File: config.mk
export PLATFORM = sky130hd
export DESIGN_NAME = png_stored_idat_stream_writer
export DESIGN_NICKNAME = d
export VERILOG_FILES = /design/src/hdl/psw_pkg.sv /design/src/hdl/psw_front.sv /design/src/hdl/psw_queue.sv /design/src/hdl/psw_back.sv /design/src/hdl/png_stored_idat_stream_writer.sv
export SDC_FILE = /design/constraint.sdc
export NUM_CORES = 1
export LEC_CHECK = 0
export BUFFER_PORTS_ARGS = -buffer_cell sky130_fd_sc_hd__buf_4
export CORE_UTILIZATION = 30
export CTS_CLUSTER_SIZE = 8
export DETAILED_ROUTE_END_ITERATION = 7
export REMOVE_ABC_BUFFERS = 1
export SLEW_MARGIN = 40
export SYNTH_ARGS = -nofsm -noshare
export SYNTH_HDL_FRONTEND = slang
export SYNTH_SLANG_ARGS = --single-unit
File: constraint.sdc
create_clock -name clk -period 16.5 [get_ports clk]
set_input_delay 0.825 -clock clk [delete_from_list [all_inputs] [get_ports clk]]
set_output_delay 0.825 -clock clk [all_outputs]
set_load 0.01 [all_outputs]
File: src/hdl/psw_pkg.sv
package psw_pkg;

  // Input commands.
  typedef enum logic [1:0] {
    CMD_NEW   = 2'd0,
    CMD_OPEN  = 2'd1,
    CMD_PIXEL = 2'd2,
    CMD_CLOSE = 2'd3
  } cmd_t;

  // Configuration register indexes (byte address divided by four).
  localparam logic [1:0] REG_ROW_BYTES   = 2'd0;
  localparam logic [1:0] REG_BAND_ROWS   = 2'd1;
  localparam logic [1:0] REG_FINAL_BLOCK = 2'd2;
  localparam int unsigned CFG_ADDR_W     = 4;

  localparam logic [7:0]  ROW_BYTES_RST   = 8'd40;
  localparam logic [7:0]  BAND_ROWS_RST   = 8'd16;
  localparam logic        FINAL_BLOCK_RST = 1'b1;

  localparam logic [16:0] ADLER_MOD       = 17'd65521;
  localparam logic [31:0] STORED_OVERHEAD = 32'd5;
  localparam logic [31:0] CHECK_LEN       = 32'd4;
  localparam logic [7:0]  FILTER_NONE     = 8'h00;
  localparam logic [31:0] CRC_POLY        = 32'hEDB88320;

  // Last sequencer step of each multi-byte job.
  localparam logic [3:0] OPEN_LAST_STEP  = 4'd12;
  localparam logic [3:0] CHECK_LAST_STEP = 4'd11;
  localparam logic [3:0] CRC_LAST_STEP   = 4'd3;
  localparam logic [3:0] PIX_LAST_STEP   = 4'd1;
  localparam logic [3:0] PIX_TAIL_STEP   = 4'd5;

  typedef struct packed {
    logic [1:0] cmd;
    logic [7:0] pixel_byte;
  } in_item_t;

  typedef struct packed {
    logic [7:0] out_byte;
    logic       last;
    logic       error;
  } out_item_t;

  typedef enum logic [2:0] {
    JOB_NEW,
    JOB_OPEN,
    JOB_PIX,
    JOB_ERR,
    JOB_CHECK,
    JOB_CRC
  } job_kind_t;

  // Work handed from the classifier to the byte sequencer.
  typedef struct packed {
    job_kind_t   kind;
    logic [7:0]  pixel;
    logic        filter;     // row starts: emit the filter byte first
    logic        tail;       // band ends: emit the chunk CRC after the pixel
    logic [15:0] len;        // stored block LEN
    logic        final_blk;
  } job_t;

  function automatic logic [7:0] eff8(input logic [7:0] v);
    return (v == 8'd0) ? 8'd1 : v;
  endfunction

  function automatic logic [31:0] crc_byte(input logic [31:0] c, input logic [7:0] b);
    logic [31:0] x;
    x = c ^ {24'd0, b};
    for (int k = 0; k < 8; k++) begin
      x = (x >> 1) ^ (CRC_POLY & {32{x[0]}});
    end
    return x;
  endfunction

  function automatic logic [7:0] be_byte(input logic [31:0] v, input logic [1:0] idx);
    logic [7:0] r;
    case (idx)
      2'd0:    r = v[31:24];
      2'd1:    r = v[23:16];
      2'd2:    r = v[15:8];
      default: r = v[7:0];
    endcase
    return r;
  endfunction

  function automatic logic [7:0] type_byte(input logic [1:0] idx);
    logic [7:0] r;
    case (idx)
      2'd0:    r = 8'h49;
      2'd1:    r = 8'h44;
      2'd2:    r = 8'h41;
      default: r = 8'h54;
    endcase
    return r;
  endfunction

endpackage

File: src/hdl/psw_front.sv
module psw_front import psw_pkg::*; (
  input  logic     clk,
  input  logic     rst_n,
  input  logic     accept,
  input  in_item_t item,
  input  logic [7:0] row_bytes,
  input  logic [7:0] band_rows,
  input  logic     final_block,
  output job_t     job
);

  logic [7:0] byte_in_row_r, byte_in_row_nxt;
  logic [7:0] row_in_band_r, row_in_band_nxt;
  logic       band_open_r, band_open_nxt;
  logic       pending_r, pending_nxt;

  logic [8:0]  byte_inc;
  logic [8:0]  row_inc;
  logic [16:0] len_prod;
  logic [7:0]  rb_eff;
  logic [7:0]  br_eff;

  assign rb_eff   = eff8(row_bytes);
  assign br_eff   = eff8(band_rows);
  assign byte_inc = {1'b0, byte_in_row_r} + 9'd1;
  assign row_inc  = {1'b0, row_in_band_r} + 9'd1;
  assign len_prod = br_eff * ({1'b0, rb_eff} + 9'd1);

  always_comb begin
    job             = '0;
    job.kind        = JOB_NEW;
    job.pixel       = item.pixel_byte;
    job.len         = len_prod[15:0];
    job.final_blk   = final_block;
    byte_in_row_nxt = byte_in_row_r;
    row_in_band_nxt = row_in_band_r;
    band_open_nxt   = band_open_r;
    pending_nxt     = 1'b0;
    if (cmd_t'(item.cmd) == CMD_CLOSE && pending_r) begin
      job.kind = JOB_CRC;
    end else begin
      case (cmd_t'(item.cmd))
        CMD_NEW: begin
          job.kind        = JOB_NEW;
          byte_in_row_nxt = 8'd0;
          row_in_band_nxt = 8'd0;
          band_open_nxt   = 1'b0;
        end
        CMD_OPEN: begin
          job.kind        = JOB_OPEN;
          byte_in_row_nxt = 8'd0;
          row_in_band_nxt = 8'd0;
          band_open_nxt   = 1'b1;
        end
        CMD_PIXEL: begin
          if (!band_open_r) begin
            job.kind = JOB_ERR;
          end else begin
            job.kind   = JOB_PIX;
            job.filter = (byte_in_row_r == 8'd0);
            if (byte_inc >= {1'b0, rb_eff}) begin
              byte_in_row_nxt = 8'd0;
              if (row_inc >= {1'b0, br_eff}) begin
                job.tail        = 1'b1;
                row_in_band_nxt = 8'd0;
                band_open_nxt   = 1'b0;
              end else begin
                row_in_band_nxt = row_inc[7:0];
              end
            end else begin
              byte_in_row_nxt = byte_inc[7:0];
            end
          end
        end
        default: begin
          job.kind        = JOB_CHECK;
          byte_in_row_nxt = 8'd0;
          row_in_band_nxt = 8'd0;
          band_open_nxt   = 1'b0;
          pending_nxt     = 1'b1;
        end
      endcase
    end
  end

  always_ff @(posedge clk) begin
    if (!rst_n) begin
      byte_in_row_r <= 8'd0;
      row_in_band_r <= 8'd0;
      band_open_r   <= 1'b0;
      pending_r     <= 1'b0;
    end else if (accept) begin
      byte_in_row_r <= byte_in_row_nxt;
      row_in_band_r <= row_in_band_nxt;
      band_open_r   <= band_open_nxt;
      pending_r     <= pending_nxt;
    end
  end

endmodule

File: src/hdl/psw_queue.sv
module psw_queue import psw_pkg::*; #(
  parameter int unsigned DEPTH = 4
) (
  input  logic clk,
  input  logic rst_n,
  input  logic push,
  input  job_t push_job,
  output logic full,
  input  logic pop,
  output logic valid,
  output job_t pop_job
);

  localparam int unsigned PTR_W = (DEPTH > 1) ? $clog2(DEPTH) : 1;
  localparam int unsigned CNT_W = $clog2(DEPTH + 1);
  localparam logic [PTR_W-1:0] PTR_LAST = PTR_W'(DEPTH - 1);
  localparam logic [CNT_W-1:0] CNT_FULL = CNT_W'(DEPTH);

  job_t             slots_r [DEPTH];
  logic [PTR_W-1:0] wr_ptr_r;
  logic [PTR_W-1:0] rd_ptr_r;
  logic [CNT_W-1:0] count_r;
  logic             do_push;
  logic             do_pop;

  assign full    = (count_r == CNT_FULL);
  assign valid   = (count_r != '0);
  assign pop_job = slots_r[rd_ptr_r];
  assign do_push = push && !full;
  assign do_pop  = pop && valid;

  always_ff @(posedge clk) begin
    if (do_push) begin
      slots_r[wr_ptr_r] <= push_job;
    end
  end

  always_ff @(posedge clk) begin
    if (!rst_n) begin
      wr_ptr_r <= '0;
      rd_ptr_r <= '0;
      count_r  <= '0;
    end else begin
      if (do_push) begin
        wr_ptr_r <= (wr_ptr_r == PTR_LAST) ? '0 : wr_ptr_r + PTR_W'(1);
      end
      if (do_pop) begin
        rd_ptr_r <= (rd_ptr_r == PTR_LAST) ? '0 : rd_ptr_r + PTR_W'(1);
      end
      if (do_push && !do_pop) begin
        count_r <= count_r + CNT_W'(1);
      end else if (do_pop && !do_push) begin
        count_r <= count_r - CNT_W'(1);
      end
    end
  end

  a_count_bound: assert property (@(posedge clk) disable iff (!rst_n)
    count_r <= CNT_FULL)
    else $error("job queue count beyond depth");

endmodule

File: src/hdl/psw_back.sv
module psw_back import psw_pkg::*; (
  input  logic      clk,
  input  logic      rst_n,
  input  logic      job_valid,
  input  job_t      job_in,
  output logic      job_pop,
  output logic      out_valid,
  output out_item_t out_item,
  input  logic      out_pop
);

  job_t       job_r;
  logic [3:0] step_r;
  logic       busy_r;
  logic [15:0] adler_low_r, adler_low_nxt;
  logic [15:0] adler_high_r, adler_high_nxt;
  logic [31:0] crc_r, crc_nxt;
  out_item_t   out_item_r;
  logic        out_valid_r;

  logic        advance;
  logic        emit;
  logic        is_last;
  logic        produces;
  logic        crc_cov;
  logic        data_cov;
  logic        crc_clear;
  logic        adler_clear;
  logic [7:0]  byte_val;
  logic        err_flag;
  logic [31:0] crc_inv;
  logic [31:0] chunk_len;
  logic [1:0]  tail_idx;
  logic [16:0] low_sum;
  logic [16:0] low_mod;
  logic [16:0] high_sum;
  logic [3:0]  start_step;

  assign crc_inv   = ~crc_r;
  assign chunk_len = {16'd0, job_r.len} + STORED_OVERHEAD;
  assign tail_idx  = 2'(step_r - 4'd2);

  // Byte selection for the current step of the job in hand.
  always_comb begin
    byte_val    = 8'd0;
    err_flag    = 1'b0;
    is_last     = 1'b1;
    produces    = 1'b1;
    crc_cov     = 1'b0;
    data_cov    = 1'b0;
    crc_clear   = 1'b0;
    adler_clear = 1'b0;
    case (job_r.kind)
      JOB_NEW: begin
        produces    = 1'b0;
        crc_clear   = 1'b1;
        adler_clear = 1'b1;
      end
      JOB_OPEN: begin
        is_last   = (step_r == OPEN_LAST_STEP);
        crc_cov   = (step_r >= 4'd4);
        crc_clear = (step_r == 4'd0);
        case (step_r) inside
          [4'd0:4'd3]: byte_val = be_byte(chunk_len, step_r[1:0]);
          [4'd4:4'd7]: byte_val = type_byte(step_r[1:0]);
          4'd8:        byte_val = {7'd0, job_r.final_blk};
          4'd9:        byte_val = job_r.len[7:0];
          4'd10:       byte_val = job_r.len[15:8];
          4'd11:       byte_val = ~job_r.len[7:0];
          default:     byte_val = ~job_r.len[15:8];
        endcase
      end
      JOB_PIX: begin
        is_last = job_r.tail ? (step_r == PIX_TAIL_STEP) : (step_r == PIX_LAST_STEP);
        case (step_r) inside
          4'd0: begin
            byte_val = FILTER_NONE;
            data_cov = 1'b1;
          end
          4'd1: begin
            byte_val = job_r.pixel;
            data_cov = 1'b1;
          end
          default: begin
            byte_val  = be_byte(crc_inv, tail_idx);
            crc_clear = (step_r == PIX_TAIL_STEP);
          end
        endcase
      end
      JOB_ERR: begin
        err_flag = 1'b1;
      end
      JOB_CHECK: begin
        is_last   = (step_r == CHECK_LAST_STEP);
        crc_cov   = (step_r >= 4'd4);
        crc_clear = (step_r == 4'd0);
        case (step_r) inside
          [4'd0:4'd3]: byte_val = be_byte(CHECK_LEN, step_r[1:0]);
          [4'd4:4'd7]: byte_val = type_byte(step_r[1:0]);
          default:     byte_val = be_byte({adler_high_r, adler_low_r}, step_r[1:0]);
        endcase
      end
      default: begin
        is_last   = (step_r == CRC_LAST_STEP);
        crc_clear = (step_r == CRC_LAST_STEP);
        byte_val  = be_byte(crc_inv, step_r[1:0]);
      end
    endcase
  end

  assign advance = busy_r && (!produces || !out_valid_r || out_pop);
  assign emit    = advance && produces;
  assign job_pop = job_valid && (!busy_r || (advance && is_last));

  assign start_step = (job_in.kind == JOB_PIX && !job_in.filter) ? 4'd1 : 4'd0;

  // Adler-32 sums stay below twice the modulus, so one subtract reduces each.
  assign low_sum  = {1'b0, adler_low_r} + {9'd0, byte_val};
  assign low_mod  = (low_sum >= ADLER_MOD) ? low_sum - ADLER_MOD : low_sum;
  assign high_sum = {1'b0, adler_high_r} + low_mod;

  always_comb begin
    adler_low_nxt  = adler_low_r;
    adler_high_nxt = adler_high_r;
    crc_nxt        = crc_r;
    if (advance) begin
      if (adler_clear) begin
        adler_low_nxt  = 16'd1;
        adler_high_nxt = 16'd0;
      end else if (data_cov) begin
        adler_low_nxt  = low_mod[15:0];
        adler_high_nxt = (high_sum >= ADLER_MOD) ? 16'(high_sum - ADLER_MOD)
                                                 : high_sum[15:0];
      end
      if (crc_clear) begin
        crc_nxt = 32'hFFFFFFFF;
      end else if (crc_cov || data_cov) begin
        crc_nxt = crc_byte(crc_r, byte_val);
      end
    end
  end

  always_ff @(posedge clk) begin
    if (!rst_n) begin
      busy_r       <= 1'b0;
      step_r       <= 4'd0;
      adler_low_r  <= 16'd1;
      adler_high_r <= 16'd0;
      crc_r        <= 32'hFFFFFFFF;
      out_valid_r  <= 1'b0;
    end else begin
      adler_low_r  <= adler_low_nxt;
      adler_high_r <= adler_high_nxt;
      crc_r        <= crc_nxt;
      if (job_pop) begin
        busy_r <= 1'b1;
        step_r <= start_step;
      end else if (advance && is_last) begin
        busy_r <= 1'b0;
      end else if (advance) begin
        step_r <= step_r + 4'd1;
      end
      if (emit) begin
        out_valid_r <= 1'b1;
      end else if (out_pop) begin
        out_valid_r <= 1'b0;
      end
    end
  end

  always_ff @(posedge clk) begin
    if (job_pop) begin
      job_r <= job_in;
    end
    if (emit) begin
      out_item_r.out_byte <= byte_val;
      out_item_r.last     <= is_last;
      out_item_r.error    <= err_flag;
    end
  end

  assign out_valid = out_valid_r;
  assign out_item  = out_item_r;

  a_no_overwrite: assert property (@(posedge clk) disable iff (!rst_n)
    emit |-> (!out_valid_r || out_pop))
    else $error("output register overwritten before its transfer");

  a_step_bound: assert property (@(posedge clk) disable iff (!rst_n)
    busy_r |-> (step_r <= OPEN_LAST_STEP))
    else $error("sequencer step out of range");

  a_error_single: assert property (@(posedge clk) disable iff (!rst_n)
    (emit && err_flag) |-> is_last)
    else $error("error result is not a single transfer");

  a_adler_range: assert property (@(posedge clk) disable iff (!rst_n)
    ({1'b0, adler_low_r} < ADLER_MOD) && ({1'b0, adler_high_r} < ADLER_MOD))
    else $error("Adler-32 sum not reduced");

endmodule

File: src/hdl/png_stored_idat_stream_writer.sv
// Channel   Ports                              Transfer when
// input     in_item, push, full                push && !full
// result    out_item, empty, pop               pop && !empty
// config    psel penable pwrite paddr pwdata   psel && penable && pwrite && pready
//           prdata pready
//
// The byte sequencer writes one result per cycle while the output register is free or popped.
// Bytes per item: a pixel byte yields 1, 2 at a row start and 4 more at a band end;
// open band yields 13, close 12 and a close right after it 4, an error result 1, a new image none.
// Reset is synchronous and active low; there is no clearing pass after it.
// The classifier takes an item every cycle until the job queue of QUEUE_DEPTH entries fills.
// A result waiting in the output register stalls only the sequencer, not the input side.
module png_stored_idat_stream_writer import psw_pkg::*; #(
  parameter int unsigned QUEUE_DEPTH = 4
) (
  input  logic                  clk,
  input  logic                  rst_n,
  input  in_item_t              in_item,
  input  logic                  push,
  output logic                  full,
  output out_item_t             out_item,
  output logic                  empty,
  input  logic                  pop,
  input  logic                  psel,
  input  logic                  penable,
  input  logic                  pwrite,
  input  logic [CFG_ADDR_W-1:0] paddr,
  input  logic [31:0]           pwdata,
  output logic [31:0]           prdata,
  output logic                  pready
);

  logic [7:0] row_bytes_r;
  logic [7:0] band_rows_r;
  logic       final_block_r;
  logic       cfg_write;
  logic [1:0] reg_idx;

  logic       in_accept;
  job_t       front_job;
  job_t       queue_job;
  logic       queue_valid;
  logic       queue_pop;
  logic       out_valid;

  assign pready    = 1'b1;
  assign cfg_write = psel && penable && pwrite && pready;
  assign reg_idx   = paddr[3:2];

  always_ff @(posedge clk) begin
    if (!rst_n) begin
      row_bytes_r   <= ROW_BYTES_RST;
      band_rows_r   <= BAND_ROWS_RST;
      final_block_r <= FINAL_BLOCK_RST;
    end else if (cfg_write) begin
      case (reg_idx)
        REG_ROW_BYTES:   row_bytes_r   <= pwdata[7:0];
        REG_BAND_ROWS:   band_rows_r   <= pwdata[7:0];
        REG_FINAL_BLOCK: final_block_r <= pwdata[0];
        default: ;
      endcase
    end
  end

  always_comb begin
    case (reg_idx)
      REG_ROW_BYTES:   prdata = {24'd0, row_bytes_r};
      REG_BAND_ROWS:   prdata = {24'd0, band_rows_r};
      REG_FINAL_BLOCK: prdata = {31'd0, final_block_r};
      default:         prdata = 32'd0;
    endcase
  end

  assign in_accept = push && !full;

  psw_front u_front (
    .clk         (clk),
    .rst_n       (rst_n),
    .accept      (in_accept),
    .item        (in_item),
    .row_bytes   (row_bytes_r),
    .band_rows   (band_rows_r),
    .final_block (final_block_r),
    .job         (front_job)
  );

  psw_queue #(
    .DEPTH (QUEUE_DEPTH)
  ) u_queue (
    .clk      (clk),
    .rst_n    (rst_n),
    .push     (in_accept),
    .push_job (front_job),
    .full     (full),
    .pop      (queue_pop),
    .valid    (queue_valid),
    .pop_job  (queue_job)
  );

  psw_back u_back (
    .clk       (clk),
    .rst_n     (rst_n),
    .job_valid (queue_valid),
    .job_in    (queue_job),
    .job_pop   (queue_pop),
    .out_valid (out_valid),
    .out_item  (out_item),
    .out_pop   (pop)
  );

  assign empty = !out_valid;

endmodule
==> metrics.md <==
| Metric | Value |
|---|---|
| Post-CTS Hold Buffers | 0 |
| Endpoint class of the critical path | flip-flop |
| Final min period | roughly 10 ns |
| Nets | 2,040 |
| Fmax | between 90 and 100 MHz |
| Root buffer cell | clkbuf_16 |
| Core area | approximately 61,000 um^2 |
| Final max-slew violation count | 0 |
| I/O Buffers | 46 |
| Crit path max-delay family | compound AO/OA/AOI/OAI gates |
| Area Overhead vs Synth | 11.56% |
| Initial antenna violation count | 0 |
| Effective utilization at floorplan | slightly above 30% |
| Top-area cell type share of the netlist area | between 20% and 30% |
| Post-Syn Area per Cell | approximately 10 um^2 |
| Crit path depth | 35 |
| Setup Buffers After CTS | 0 |
| Leading area contributor after synthesis | edfxtp_1 |
| Synth top area cells | edfxtp_1 26%, dfxtp_1 12%, ha_1 6.8% |
| Most common cell after layout, fill and taps aside | edfxtp_1 |
| Slew HR | approximately 45% |
| Avg WL per Cell | approximately 17 um |
| Run status | completed |
| R2r worst-path depth | 35 |
| TritonCTS clock tree | built |
| IO Count | 98 |
| CTS HTree Levels | 2 |
| Register area share after synthesis | a little under two fifths |
| Post-CTS sizing | 0 |
| Worst setup SP type | flip-flop |
| Worst Skew | between 0.02 and 0.025 ns |
| Die Y | 250.1 um |
| FP Rows | 90 |
| DR vias/cell | between 5 and 6 |
| Cell count of the worst hold path | 1 |
| CP Data Required Time | approximately 17 ns |
| Cell Area, Synth | about 18,000 um^2 |
| Final wirelength | about 45,000 um |
| Yosys synthesis warning count | 0 |
| Layout cell share with drive strength beyond 1 | around 10% |
| Final period util | between 60% and 70% |
| Routability cong. | 0.9260 |
| RR Endpoint | u_back.adler_high_r[14]$_SDFFE_PN0P_ |
| Most used DFF post-synth | edfxtp_1 |
| CP arrival | about 10 ns |
| Crit Path Category | flip-flop to flip-flop |
| Fin. Hold Viols | 0 |
| Synth Instances | about 1,800 |
| Clock transition at path regs | ~0.050 ns |
| Iter 0 DRT Violations | approximately 1,100 |
| Power per cell area | between 150 and 200 nW/um^2 |
| Post-synthesis async set-or-reset flop share | 0% |
| Worst path slowest cell | a2111oi_0 |
| Hold path endpoint | u_queue.slots_r[0][22]$_DFFE_PP_ |
| Min Hold Slack | 0.4781 ns |
| Synth cell types | 110 |
| Drt drc | 0 |
| RSZ-0062 raised after global routing | no |
| # fillers | about 6,000 |
| RR Startpoint | u_back.step_r[0]$_SDFFE_PN0P_ |
| Worst reg2reg setup slack | between 6 and 7 ns |
| # clock sinks | ~270 |
| Dpl ws | approximately 6.6 ns |
| Number of flops mapped to enable cells by yosys | between 150 and 200 |
| CP peak stage delay | just over 0.6 ns |
| CP Buf/Inv Count | 4 |
| Worst setup margin | roughly 6.5 ns |
| Maximum vdd drop | approximately 0.084 mV |
| Die span in x | between 200 and 300 um |
| CTS max path bufs | 3 |
| TNS Setup | 0 ns |
| Worst skew pair latency | ~0.55 ns |
| Pin count of the biggest net entering global routing | 71 |
| Total CTS buffers | 40 |
| Least-Margin Pin Slew | 0.8230 ns |
| Max Cap Violations | 0 |
| Vias after detailed routing | 13,680 |
| TritonRoute pass-1 iters | 5 |
| First-pass GRT wire length | between 70,000 and 80,000 um |
| Most frequent cells in the layout | 159 x edfxtp_1, 158 x nand2_1, 120 x inv_1 |
| Yosys reg bits | ~270 |
| Hold wc startpoint | in_item[3] |
| Crit path max fanout | 27 |
| Gr ovfl total | 0 |
| Leakage | slightly below 8 nW |
| Final setup viols | 0 |
| Full die area | around 63,000 um^2 |
| Worst hold path type | primary input to flip-flop |
| Fin util | 34.01% |
| DRT antenna net count | 0 |
| Gr usage total | between 10 and 15% |
| Antenna diodes | 0 |
| HPWL Detailed | ~33,000 um |
| Vias in the first global route | between 10,000 and 15,000 |
cell families (layout without fill, tap and decap cells):
kind of cell / Yosys count / count (layout) / synth area share (%)
and+or+nand+nor: 546 / 546 / 15.23
muxes: 64 / 64 / 5.513
DFF: 273 / 273 / 38.20
xor gates and xnor gates: 168 / 168 / 8.331
AOI/OAI and AO/OA: 397 / 397 / 15.22
buffers and inverters: 229 / 256 / 5.920
adders and majority gates: 144 / 144 / 11.54
other: 2 / 25 / 0.04065
worst max-delay path by stage:
| stage | start | end | slack, ns |
|---|---|---|---|
| global placement | u_back.step_r[0]$_SDFFE_PN0P_ | u_back.adler_high_r[14]$_SDFFE_PN0P_ | 6.79 |
| floorplan | u_back.step_r[0]$_SDFFE_PN0P_ | u_back.adler_high_r[14]$_SDFFE_PN0P_ | 8.19 |
| finish | u_back.step_r[0]$_SDFFE_PN0P_ | u_back.adler_high_r[14]$_SDFFE_PN0P_ | 6.47 |
| detailed placement | u_back.step_r[0]$_SDFFE_PN0P_ | u_back.adler_high_r[14]$_SDFFE_PN0P_ | 6.64 |
| global route | u_back.step_r[0]$_SDFFE_PN0P_ | u_back.adler_high_r[14]$_SDFFE_PN0P_ | 5.70 |
| CTS | u_back.step_r[0]$_SDFFE_PN0P_ | u_back.adler_high_r[14]$_SDFFE_PN0P_ | 6.60 |
metal layers:
layer	wire (um)	vias to the layer above	track usage (%)	share of wire, %
li1	-	6540	-	-
met1	21160	6698	20.03	47
met5	0	-	0	0
met2	20900	380	23.00	46
met3	2389	65	2.182	5.3
met4	752	0	3.225	1.7
through the flow:
| step | cells | area [um^2] | total power [mW] |
|---|---|---|---|
| finish | 2655 | 20610 | 3.133 |
| global placement | 2582 | 19380 | 2.321 |
| global route | 2655 | 20610 | 3.320 |
| CTS | 2655 | 20600 | 3.147 |
| floorplan | 1738 | 17920 | 1.989 |
| detailed placement | 2583 | 19400 | 2.355 |
report_power, final:
part           switching [mW]  internal (mW)  leakage, nW  total (mW)
clock network           0.308          0.466        0.569       0.774
registers               0.152          0.877         2.35        1.03
logic                   0.765          0.565         4.78        1.33
total                    1.22           1.91         7.70        3.13
sequential cells by signal, summed over array words and instances, names as in the netlist, 2 cells and up, named ones only:
register               flops
band_rows_r                8
u_front.row_in_band_r      8
u_back.crc_r              32
u_back.out_item           10
u_front.byte_in_row_r      8
u_back.adler_high_r       16
u_back.adler_low_r        16
u_back.job_r              29
u_queue.count_r            3
u_queue.wr_ptr_r           2
u_queue.slots_r          120
u_queue.rd_ptr_r           2
row_bytes_r                8
u_back.step_r              4
layout make-up:
type	count	area [um^2]	share of cell area, %
Tap cell	782	978.4	4.748
Clock buffer	69	1130	5.483
Sequential cell	273	7062	34.27
Inverter	121	454.2	2.204
Multi-Input combinational cell	1344	10430	50.59
Clock inverter	3	76.32	0.3704
Timing Repair Buffer	63	480.5	2.332
Yosys cell counts (41+ instances only):
library cell and n:
nand3_1 41, xor2_1 54, inv_1 120, nor2_1 100
nand2_1 158, ha_1 100, clkbuf_1 45, xnor2_1 108
fa_1 44, o21ai_0 66, edfxtp_1 159, nor2b_1 47
dfxtp_1 114, a21oi_1 79
No activity file was read; power rests on OpenSTA's default activity.
